**src/hdl/assert_macros.svh**
```systemverilog
// Assertion macros shared by the sorted table RTL.
`ifndef ASSERT_MACROS_SVH
`define ASSERT_MACROS_SVH

// Checked only while out of reset.
`define ASSERT_RST(lbl, clk, rst_n, prop, msg) \
    lbl: assert property (@(posedge clk) disable iff (!rst_n) prop) else $error(msg);

// Checked at every edge, reset included.
`define ASSERT_ALW(lbl, clk, prop, msg) \
    lbl: assert property (@(posedge clk) prop) else $error(msg);

`endif

```
**src/hdl/stig_pkg.sv**
```systemverilog
// Package: sizes, codes and controller/datapath types of the sorted table.
package stig_pkg;

    localparam int CAPACITY   = 64;
    localparam int VALUE_BITS = 32;
    localparam int IDX_BITS   = $clog2(CAPACITY);
    localparam int CNT_BITS   = $clog2(CAPACITY + 1);

    localparam int FUNC_W   = 2;
    localparam int INDEX_W  = 7;
    localparam int STATUS_W = 2;
    localparam int COUNT_W  = 7;

    localparam logic [FUNC_W-1:0] FUNC_INSERT = 2'd0;
    localparam logic [FUNC_W-1:0] FUNC_GET    = 2'd1;
    localparam logic [FUNC_W-1:0] FUNC_REMOVE = 2'd2;

    localparam logic [STATUS_W-1:0] STATUS_OK        = 2'd0;
    localparam logic [STATUS_W-1:0] STATUS_BAD_INDEX = 2'd1;
    localparam logic [STATUS_W-1:0] STATUS_FULL      = 2'd2;

    typedef enum logic [2:0] {
        ST_IDLE,
        ST_START,
        ST_INSERT,
        ST_REMOVE,
        ST_GET,
        ST_FINISH
    } t_state;

    typedef struct packed {
        logic load;
        logic rd_start;
        logic ins_step;
        logic rem_step;
        logic get_cap;
        logic finish;
    } t_dp_cmd;

    typedef struct packed {
        logic [FUNC_W-1:0] func;
        logic              full;
        logic              bad_idx;
        logic              ins_done;
        logic              rem_none;
        logic              rem_end;
    } t_dp_status;

endpackage

```
**src/hdl/stig_if.sv**
```systemverilog
// Request and response channel interfaces of the sorted table.
interface stig_req_if;
    import stig_pkg::*;

    logic                         valid;
    logic                         ready;
    logic [FUNC_W-1:0]            func;
    logic signed [VALUE_BITS-1:0] value;
    logic [INDEX_W-1:0]           index;

    modport source (output valid, output func, output value, output index, input ready);
    modport sink   (input valid, input func, input value, input index, output ready);
endinterface

interface stig_rsp_if;
    import stig_pkg::*;

    logic                         valid;
    logic                         ready;
    logic signed [VALUE_BITS-1:0] read_value;
    logic [STATUS_W-1:0]          status;
    logic [COUNT_W-1:0]           entry_count;

    modport source (output valid, output read_value, output status, output entry_count,
                    input ready);
    modport sink   (input valid, input read_value, input status, input entry_count,
                    output ready);
endinterface

```
**src/hdl/stig_ram.sv**
```systemverilog
// Generic single-write, single-read RAM with registered read data.
module stig_ram #(
    parameter int WIDTH = 32,
    parameter int DEPTH = 64
) (
    input  logic                     i_clk,
    input  logic                     i_wr_en,
    input  logic [$clog2(DEPTH)-1:0] i_wr_addr,
    input  logic [WIDTH-1:0]         i_wr_data,
    input  logic [$clog2(DEPTH)-1:0] i_rd_addr,
    output logic [WIDTH-1:0]         o_rd_data
);
    logic [WIDTH-1:0] r_mem [DEPTH];
    logic [WIDTH-1:0] r_rd_data;

    always_ff @(posedge i_clk) begin
        if (i_wr_en) begin
            r_mem[i_wr_addr] <= i_wr_data;
        end
        r_rd_data <= r_mem[i_rd_addr];
    end

    assign o_rd_data = r_rd_data;
endmodule

```
**src/hdl/stig_datapath.sv**
```systemverilog
// Datapath: count, request registers, entry RAM access and result registers.
module stig_datapath (
    input  logic                                   i_clk,
    input  logic                                   i_rst_n,
    input  stig_pkg::t_dp_cmd                      i_cmd,
    output stig_pkg::t_dp_status                   o_stat,
    input  logic [stig_pkg::FUNC_W-1:0]            i_func,
    input  logic signed [stig_pkg::VALUE_BITS-1:0] i_value,
    input  logic [stig_pkg::INDEX_W-1:0]           i_index,
    output logic signed [stig_pkg::VALUE_BITS-1:0] o_read_value,
    output logic [stig_pkg::STATUS_W-1:0]          o_status,
    output logic [stig_pkg::COUNT_W-1:0]           o_entry_count
);
    `include "assert_macros.svh"
    import stig_pkg::*;

    localparam int CMP_W = CNT_BITS + INDEX_W;

    logic [CNT_BITS-1:0]          r_count;
    logic [CNT_BITS-1:0]          n_count;
    logic [FUNC_W-1:0]            r_func;
    logic signed [VALUE_BITS-1:0] r_value;
    logic signed [VALUE_BITS-1:0] r_get;
    logic                         r_bad;
    logic [CNT_BITS-1:0]          r_ptr;
    logic [CNT_BITS-1:0]          n_ptr;

    logic signed [VALUE_BITS-1:0] r_out_value;
    logic [STATUS_W-1:0]          r_out_status;
    logic [COUNT_W-1:0]           r_out_count;
    logic signed [VALUE_BITS-1:0] n_out_value;
    logic [STATUS_W-1:0]          n_out_status;

    logic [CMP_W-1:0]             idx_ext;
    logic [CMP_W-1:0]             cnt_ext;
    logic [CNT_BITS+COUNT_W-1:0]  cnt_out_ext;
    logic [CNT_BITS:0]            ptr_ext;
    logic [CNT_BITS:0]            count_ext;
    logic                         full;
    logic                         ins_stop;

    logic                         wr_en;
    logic [VALUE_BITS-1:0]        wr_data;
    logic [CNT_BITS-1:0]          rd_ptr;
    logic [VALUE_BITS-1:0]        rd_data;

    stig_ram #(
        .WIDTH(VALUE_BITS),
        .DEPTH(CAPACITY)
    ) u_ram (
        .i_clk     (i_clk),
        .i_wr_en   (wr_en),
        .i_wr_addr (r_ptr[IDX_BITS-1:0]),
        .i_wr_data (wr_data),
        .i_rd_addr (rd_ptr[IDX_BITS-1:0]),
        .o_rd_data (rd_data)
    );

    assign idx_ext   = {{CNT_BITS{1'b0}}, i_index};
    assign cnt_ext   = {{INDEX_W{1'b0}}, r_count};
    assign ptr_ext   = {1'b0, r_ptr};
    assign count_ext = {1'b0, r_count};
    assign full      = (r_count >= CNT_BITS'(CAPACITY));
    assign ins_stop  = ($signed(rd_data) < r_value);

    always_comb begin
        o_stat.func     = r_func;
        o_stat.full     = full;
        o_stat.bad_idx  = r_bad;
        o_stat.ins_done = (r_ptr == '0) || ins_stop;
        o_stat.rem_none = (ptr_ext + (CNT_BITS+1)'(1)) >= count_ext;
        o_stat.rem_end  = (ptr_ext + (CNT_BITS+1)'(2)) >= count_ext;
    end

    // Insert walks down from the top, remove walks up from the rank; the
    // read for the next step is issued while this step writes.
    always_comb begin
        wr_en   = 1'b0;
        wr_data = rd_data;
        rd_ptr  = r_ptr;
        n_ptr   = r_ptr;
        if (i_cmd.load) begin
            n_ptr = (i_func == FUNC_INSERT) ? r_count : idx_ext[CNT_BITS-1:0];
        end
        if (i_cmd.rd_start) begin
            case (r_func)
                FUNC_INSERT: rd_ptr = r_ptr - CNT_BITS'(1);
                FUNC_REMOVE: rd_ptr = r_ptr + CNT_BITS'(1);
                default:     rd_ptr = r_ptr;
            endcase
        end
        if (i_cmd.ins_step) begin
            wr_en = 1'b1;
            if (o_stat.ins_done) begin
                wr_data = r_value;
            end else begin
                n_ptr  = r_ptr - CNT_BITS'(1);
                rd_ptr = r_ptr - CNT_BITS'(2);
            end
        end
        if (i_cmd.rem_step) begin
            wr_en  = 1'b1;
            n_ptr  = r_ptr + CNT_BITS'(1);
            rd_ptr = r_ptr + CNT_BITS'(2);
        end
    end

    always_comb begin
        n_count      = r_count;
        n_out_value  = '0;
        n_out_status = STATUS_OK;
        case (r_func)
            FUNC_INSERT: begin
                if (full) begin
                    n_out_status = STATUS_FULL;
                end else begin
                    n_count = r_count + CNT_BITS'(1);
                end
            end
            FUNC_GET: begin
                if (r_bad) begin
                    n_out_status = STATUS_BAD_INDEX;
                end else begin
                    n_out_value = r_get;
                end
            end
            FUNC_REMOVE: begin
                if (r_bad) begin
                    n_out_status = STATUS_BAD_INDEX;
                end else begin
                    n_count = r_count - CNT_BITS'(1);
                end
            end
            default: begin
                n_count = r_count;
            end
        endcase
    end

    assign cnt_out_ext = {{COUNT_W{1'b0}}, n_count};

    always_ff @(posedge i_clk) begin
        if (!i_rst_n) begin
            r_count <= '0;
        end else if (i_cmd.finish) begin
            r_count <= n_count;
        end
    end

    always_ff @(posedge i_clk) begin
        r_ptr <= n_ptr;
        if (i_cmd.load) begin
            r_func  <= i_func;
            r_value <= i_value;
            r_bad   <= (idx_ext >= cnt_ext);
        end
        if (i_cmd.get_cap) begin
            r_get <= $signed(rd_data);
        end
        if (i_cmd.finish) begin
            r_out_value  <= n_out_value;
            r_out_status <= n_out_status;
            r_out_count  <= cnt_out_ext[COUNT_W-1:0];
        end
    end

    assign o_read_value  = r_out_value;
    assign o_status      = r_out_status;
    assign o_entry_count = r_out_count;

    `ASSERT_RST(a_count_bound, i_clk, i_rst_n, r_count <= CNT_BITS'(CAPACITY), "count above capacity")
    `ASSERT_RST(a_insert_grows, i_clk, i_rst_n, (i_cmd.finish && r_func == FUNC_INSERT && !full) |=> (r_count == $past(r_count) + CNT_BITS'(1)), "insert did not grow count")
endmodule

```
**src/hdl/stig_ctrl.sv**
```systemverilog
// Controller: request sequencing state machine and response valid.
module stig_ctrl (
    input  logic                 i_clk,
    input  logic                 i_rst_n,
    input  logic                 i_in_valid,
    output logic                 o_in_ready,
    output logic                 o_out_valid,
    input  logic                 i_out_ready,
    input  stig_pkg::t_dp_status i_stat,
    output stig_pkg::t_dp_cmd    o_cmd
);
    `include "assert_macros.svh"
    import stig_pkg::*;

    t_state r_state;
    t_state n_state;
    logic   r_out_valid;
    logic   n_out_valid;

    always_ff @(posedge i_clk) begin
        if (!i_rst_n) begin
            r_state     <= ST_IDLE;
            r_out_valid <= 1'b0;
        end else begin
            r_state     <= n_state;
            r_out_valid <= n_out_valid;
        end
    end

    always_comb begin
        n_state    = r_state;
        o_cmd      = '0;
        o_in_ready = 1'b0;
        case (r_state)
            ST_IDLE: begin
                o_in_ready = 1'b1;
                if (i_in_valid) begin
                    o_cmd.load = 1'b1;
                    n_state    = ST_START;
                end
            end
            ST_START: begin
                case (i_stat.func)
                    FUNC_INSERT: begin
                        if (i_stat.full) begin
                            n_state = ST_FINISH;
                        end else begin
                            o_cmd.rd_start = 1'b1;
                            n_state        = ST_INSERT;
                        end
                    end
                    FUNC_GET: begin
                        if (i_stat.bad_idx) begin
                            n_state = ST_FINISH;
                        end else begin
                            o_cmd.rd_start = 1'b1;
                            n_state        = ST_GET;
                        end
                    end
                    FUNC_REMOVE: begin
                        // removing the last entry needs no shifting
                        if (i_stat.bad_idx || i_stat.rem_none) begin
                            n_state = ST_FINISH;
                        end else begin
                            o_cmd.rd_start = 1'b1;
                            n_state        = ST_REMOVE;
                        end
                    end
                    default: begin
                        n_state = ST_FINISH;
                    end
                endcase
            end
            ST_INSERT: begin
                o_cmd.ins_step = 1'b1;
                if (i_stat.ins_done) begin
                    n_state = ST_FINISH;
                end
            end
            ST_REMOVE: begin
                o_cmd.rem_step = 1'b1;
                if (i_stat.rem_end) begin
                    n_state = ST_FINISH;
                end
            end
            ST_GET: begin
                o_cmd.get_cap = 1'b1;
                n_state       = ST_FINISH;
            end
            ST_FINISH: begin
                // wait for the output register to free up
                if (!r_out_valid || i_out_ready) begin
                    o_cmd.finish = 1'b1;
                    n_state      = ST_IDLE;
                end
            end
            default: begin
                n_state = ST_IDLE;
            end
        endcase
    end

    always_comb begin
        if (o_cmd.finish) begin
            n_out_valid = 1'b1;
        end else if (i_out_ready) begin
            n_out_valid = 1'b0;
        end else begin
            n_out_valid = r_out_valid;
        end
    end

    assign o_out_valid = r_out_valid;

    `ASSERT_RST(a_one_at_a_time, i_clk, i_rst_n, (i_in_valid && o_in_ready) |=> !o_in_ready, "second beat taken while busy")
    `ASSERT_RST(a_finish_result, i_clk, i_rst_n, o_cmd.finish |=> r_out_valid, "finished request left no result")
endmodule

```
**src/hdl/sorted_table_insert_get_remove.sv**
```systemverilog
// Insert: START, then INSERT shifts one entry per step, then FINISH loads the result.
// Remove shifts entries above the rank; flagged or unused-code requests skip to FINISH.
// One request at a time: the next beat is taken the cycle after the result is loaded.
// The entry RAM's single read and write port sets one shift per cycle.
// A finished result sits in an output register; a stalled output holds the next request.
// Synchronous active-low reset empties the table; entry RAM contents are not cleared.
module sorted_table_insert_get_remove (
    input  logic            i_clk,
    input  logic            i_rst_n,
    stig_req_if.sink        i_req,
    stig_rsp_if.source      o_rsp
);
    import stig_pkg::*;

    t_dp_cmd    cmd;
    t_dp_status stat;

    stig_ctrl u_ctrl (
        .i_clk       (i_clk),
        .i_rst_n     (i_rst_n),
        .i_in_valid  (i_req.valid),
        .o_in_ready  (i_req.ready),
        .o_out_valid (o_rsp.valid),
        .i_out_ready (o_rsp.ready),
        .i_stat      (stat),
        .o_cmd       (cmd)
    );

    stig_datapath u_datapath (
        .i_clk         (i_clk),
        .i_rst_n       (i_rst_n),
        .i_cmd         (cmd),
        .o_stat        (stat),
        .i_func        (i_req.func),
        .i_value       (i_req.value),
        .i_index       (i_req.index),
        .o_read_value  (o_rsp.read_value),
        .o_status      (o_rsp.status),
        .o_entry_count (o_rsp.entry_count)
    );
endmodule
```
**src/flat_wrapper.sv**
```systemverilog
// flat-port wrapper written by rule: the top's interface ports become plain ports
module sorted_table_insert_get_remove_flat import stig_pkg::*;
  (i_clk, i_rst_n, i_req_valid, i_req_func, i_req_value, i_req_index, i_req_ready, o_rsp_valid, o_rsp_read_value, o_rsp_status, o_rsp_entry_count, o_rsp_ready);
  stig_req_if i_req_i ();
  stig_rsp_if o_rsp_i ();
  input  logic i_clk;
  input  logic i_rst_n;
  input wire logic [$bits(i_req_i.valid)-1:0] i_req_valid;
  input wire logic [$bits(i_req_i.func)-1:0] i_req_func;
  input wire logic [$bits(i_req_i.value)-1:0] i_req_value;
  input wire logic [$bits(i_req_i.index)-1:0] i_req_index;
  output wire logic [$bits(i_req_i.ready)-1:0] i_req_ready;
  output wire logic [$bits(o_rsp_i.valid)-1:0] o_rsp_valid;
  output wire logic [$bits(o_rsp_i.read_value)-1:0] o_rsp_read_value;
  output wire logic [$bits(o_rsp_i.status)-1:0] o_rsp_status;
  output wire logic [$bits(o_rsp_i.entry_count)-1:0] o_rsp_entry_count;
  input wire logic [$bits(o_rsp_i.ready)-1:0] o_rsp_ready;
  assign i_req_i.valid = i_req_valid;
  assign i_req_i.func = i_req_func;
  assign i_req_i.value = i_req_value;
  assign i_req_i.index = i_req_index;
  assign i_req_ready = i_req_i.ready;
  assign o_rsp_valid = o_rsp_i.valid;
  assign o_rsp_read_value = o_rsp_i.read_value;
  assign o_rsp_status = o_rsp_i.status;
  assign o_rsp_entry_count = o_rsp_i.entry_count;
  assign o_rsp_i.ready = o_rsp_ready;
  sorted_table_insert_get_remove u_core (.i_clk(i_clk), .i_rst_n(i_rst_n), .i_req(i_req_i), .o_rsp(o_rsp_i));
endmodule
```
**config.mk**
```make
export PLATFORM = sky130hd
export DESIGN_NAME = sorted_table_insert_get_remove_flat
export DESIGN_NICKNAME = d
export VERILOG_FILES = /design/src/hdl/stig_pkg.sv /design/src/hdl/stig_if.sv /design/src/hdl/stig_ram.sv /design/src/hdl/stig_datapath.sv /design/src/hdl/stig_ctrl.sv /design/src/hdl/sorted_table_insert_get_remove.sv /design/src/flat_wrapper.sv
export VERILOG_INCLUDE_DIRS = /design/src /design/src/hdl
export SDC_FILE = /design/constraint.sdc
export NUM_CORES = 2
export LEC_CHECK = 0
export BUFFER_PORTS_ARGS = -buffer_cell sky130_fd_sc_hd__buf_2
export CORE_ASPECT_RATIO = 1.4
export CORE_MARGIN = 4
export CORE_UTILIZATION = 50
export CTS_CLUSTER_SIZE = 16
export DETAILED_ROUTE_END_ITERATION = 8
export PLACE_DENSITY_LB_ADDON = 0.15
export SYNTH_ARGS = -nofsm -noshare
export SYNTH_HDL_FRONTEND = slang
export SYNTH_SLANG_ARGS = --single-unit
```
**constraint.sdc**
```tcl
create_clock -name i_clk -period 7.1 [get_ports i_clk]
set_clock_uncertainty 0.2 [all_clocks]
set_input_delay 1.065 -clock i_clk [delete_from_list [all_inputs] [get_ports i_clk]]
set_output_delay 1.065 -clock i_clk [all_outputs]
set_load 0.005 [all_outputs]
```
==> results_dict.tcl <==
set metrics [dict create \
    outcome "finished, final reports clean" \
    r2r_start "u_core.u_datapath.r_value[15]" \
    leakagePower_nw 33.1 \
    design_area_um2 102000 \
    crit_start "u_core.u_datapath.r_value[15]" \
    report.final.hold_viol_count 0 \
    tightest_slew_ns 1.25 \
    grt_usage 0.277 \
    area_delta_synth_final_pct 13.1 \
    crit_type "flip-flop to flip-flop" \
    cp-start-kind "flip-flop" \
    synth.largest_area_cell "edfxtp_1" \
    p_total_mw 48.4 \
    ys_warn_count 0 \
    io_pins 88 \
    p_int_mw 29.7 \
    post_cts_buffers 0 \
    clockRootBuffer "clkbuf_16" \
    switchingPower_mw 18.7 \
    path_max_fanout 37 \
    yosysSeqAreaShare 0.729 \
    die_w_um 367 \
    ys_types 77 \
    die_y_um 510 \
    dp_hpwl_um 154000 \
    cts_buffer_depth 3 \
    grt_first_pass_wirelength_um 371000 \
    via_count 51400 \
    tritoncts "built" \
    synth.top_cell.area_share 0.718 \
    avgSynthCellArea_um2 17.7 \
    nets 5407 \
    die-area_um2 187000 \
    drt-initial-drc-count 5831 \
    slew_violations 0 \
    final_antenna_net_count 0 \
    worst_skew_pair.late_latency_ns 0.86 \
    vdd_drop_max_mv 0.390 \
    cp-end-kind "flip-flop" \
    cts_buffers 205 \
    layout_common_cells "2156 x edfxtp_1, 401 x nand2_1, 387 x mux4_2, 232 x buf_4, 218 x mux2i_1" \
    seqPwrFrac 0.346 \
    nFillCells 13400 \
    cts.sinks 2206 \
    placementRows 184 \
    grt_pass1_vias 50500 \
    muxShareOfSynthArea 0.121 \
    drc 0 \
    synth-seq-cells 2206 \
    antenna_found_initial 7 \
    syn_area_um2 90200 \
    ys.flop_type "edfxtp_1" \
    rsz0062_at_grt "no" \
    gp_congestion 0.885 \
    async_reset_ff_frac 0 \
    synth_compound_area_frac 0.0676 \
    viasPerCell 6.59 \
    fin_crit_ns 7.05 \
    synthCells 5103 \
    synth.area.top_cells "edfxtp_1 72%, mux4_2 9.7%, mux2i_1 2.4%" \
    worstPathRequired_ns 7.58 \
    layout-drive-gt1-share 0.218 \
    wl_per_cell_um 33.5 \
    io_buffer_count 87 \
    hold_class "primary input to flip-flop" \
    fmax_ghz 0.142 \
    synth_edf_count 2156 \
    hp-start "i_req_value[5]" \
    comb_power_share 0.420 \
    setup_viol 0 \
    crit_arrival_ns 7.54 \
    grt_max_degree 134 \
    clkPwrFrac 0.233 \
    yosys.area_share.simple 0.0492 \
    routed_wl_um 261000 \
    cellPowerDensity_nw_per_um2 475 \
    grt_overflow 0 \
    yosys.area_share.xor_xnor 0.00185 \
    relSlewSlack 0.164 \
    drtPass1Iterations 6 \
    cts_hold_buf 0 \
    synth_adder_area_share 0.00902 \
    placed_area_um2 95100 \
    switching_share 0.387 \
    start_util 0.503 \
    synth_top_family_by_area "multiplexers" \
    maxCapViolations 0 \
    syn_nets 5213 \
    core_um2 179000 \
    htree_num_levels 4 \
    final_common_cell "edfxtp_1" \
    fin_crit_sh 0.993 \
    clkSlewWorstSetupHoldPaths_ns 0.07 \
]
==> power by group through the flow <==
stage	clock (mW)	combinational, mW	sequential [mW]
2_1_floorplan	0	12.3	17.1
3_3_place_gp	0	20.2	17.0
3_5_place_dp	0	20.4	17.0
4_1_cts	11.5	20.5	16.8
5_1_grt	12.0	21.5	16.8
6_report	11.3	20.4	16.8
==> worst max-delay path, stage by stage (launching register included) <==
cell	delay [ns]
edfxtp_1	0.36
inv_1	0.20
ha_1	0.29
a21oi_1	0.67
o21ai_0	0.24
a221oi_2	0.68
a2111oi_4	0.19
o211ai_4	0.60
nor2_4	0.10
or3_2	0.63
nand2_8	0.28
buf_12	0.35
buf_4	0.29
mux2i_1	0.28
o221ai_1	0.36
nor4_1	0.94
a221oi_1	0.14
==> kinds of logic after synthesis <==
| group | Yosys count |
|---|---|
| flops | 2206 |
| simple gates | 945 |
| compound gates | 826 |
| mux | 609 |
| buf+inv | 433 |
| fa+ha+maj | 65 |
| xor+xnor | 19 |
==> through the flow <==
stage          hold WS (ns)  setup slack [ns]  cells  utilization  setup TNS, ns
2_1_floorplan         0.226             0.855   5103            -              0
3_3_place_gp          0.245            -0.224   7415        0.530         -0.465
3_5_place_dp          0.257            -0.278   7415        0.530         -0.749
4_1_cts               0.118            0.0557   7800        0.569              0
5_1_grt               0.137           0.00244   7801        0.569              0
6_report              0.183            0.0476   7804        0.569              0
==> final timing paths <==
check	end	slack (ns)	cells past startpoint
worst min register to register	u_core.u_datapath.r_get[22]	0.28	0
worst max register to register	u_core.u_datapath.u_ram.o_rd_data[22]	0.05	16
worst min-delay path	u_core.u_datapath.r_value[5]	0.18	1
worst max-delay path	u_core.u_datapath.u_ram.o_rd_data[22]	0.05	16
==> final cells by class <==
cell class	instances	area, um2	share of cell area
well taps	2325	2910	0.0285
repair buffers	344	2680	0.0262
multi-input cells	2464	23500	0.230
clock buffers	253	5430	0.0532
flip-flops and latches	2206	65700	0.644
diodes	4	10.0	0.0000981
clock inverters	132	1470	0.0144
inverters	76	287	0.00281
==> sequential cells by signal, summed over array words and instances, names as in the netlist <==
signal and flops:
u_core.u_datapath.r_func 2, u_core.u_ctrl.o_out_valid 1, u_core.u_datapath.r_count 7, u_core.u_datapath.o_entry_count 7, u_core.u_datapath.o_status 2, u_core.u_datapath.u_ram.r_mem 2048, u_core.u_datapath.u_ram.o_rd_data 32, u_core.u_datapath.r_ptr 7
u_core.u_datapath.o_read_value 32, u_core.u_datapath.r_bad 1, u_core.u_datapath.r_value 32, u_core.u_datapath.r_get 32, u_core.u_ctrl.r_state 3
==> cells in the mapped netlist (11+ instances only) <==
cell / instances
edfxtp_1: 2156
nand2_1: 404
mux4_2: 387
mux2i_1: 218
clkbuf_1: 187
nor2_1: 135
a21oi_1: 118
buf_2: 104
a221oi_1: 90
o21ai_0: 80
inv_1: 76
nand3_1: 76
and3_1: 74
o221ai_1: 70
ha_1: 65
o211ai_1: 64
a311oi_1: 62
nor3_1: 62
and2_1: 61
nand4_1: 61
a211oi_1: 60
dfxtp_1: 50
buf_4: 47
a22oi_1: 46
o22ai_1: 37
o21ai_1: 26
a31oi_1: 24
a32oi_1: 19
o32ai_1: 19
nor2b_1: 16
nor4_1: 16
o31ai_1: 15
buf_1: 13
a22o_1: 12
xnor2_1: 12
a221o_1: 11
==> metal layers <==
layer	up-vias	wire length (um)	global-route usage
met5	-	0	0
met4	0	12800	0.121
li1	21300	-	-
met2	2385	129000	0.464
met3	466	20200	0.0478
met1	27200	98700	0.359
==> what timing repair did <==
item / in CTS / in global routing
setup endpoints to repair: 5 / 9
gates resized for setup: 2 / 1
gates cloned: 0 / 0
(Power assumes the default switching activity.)
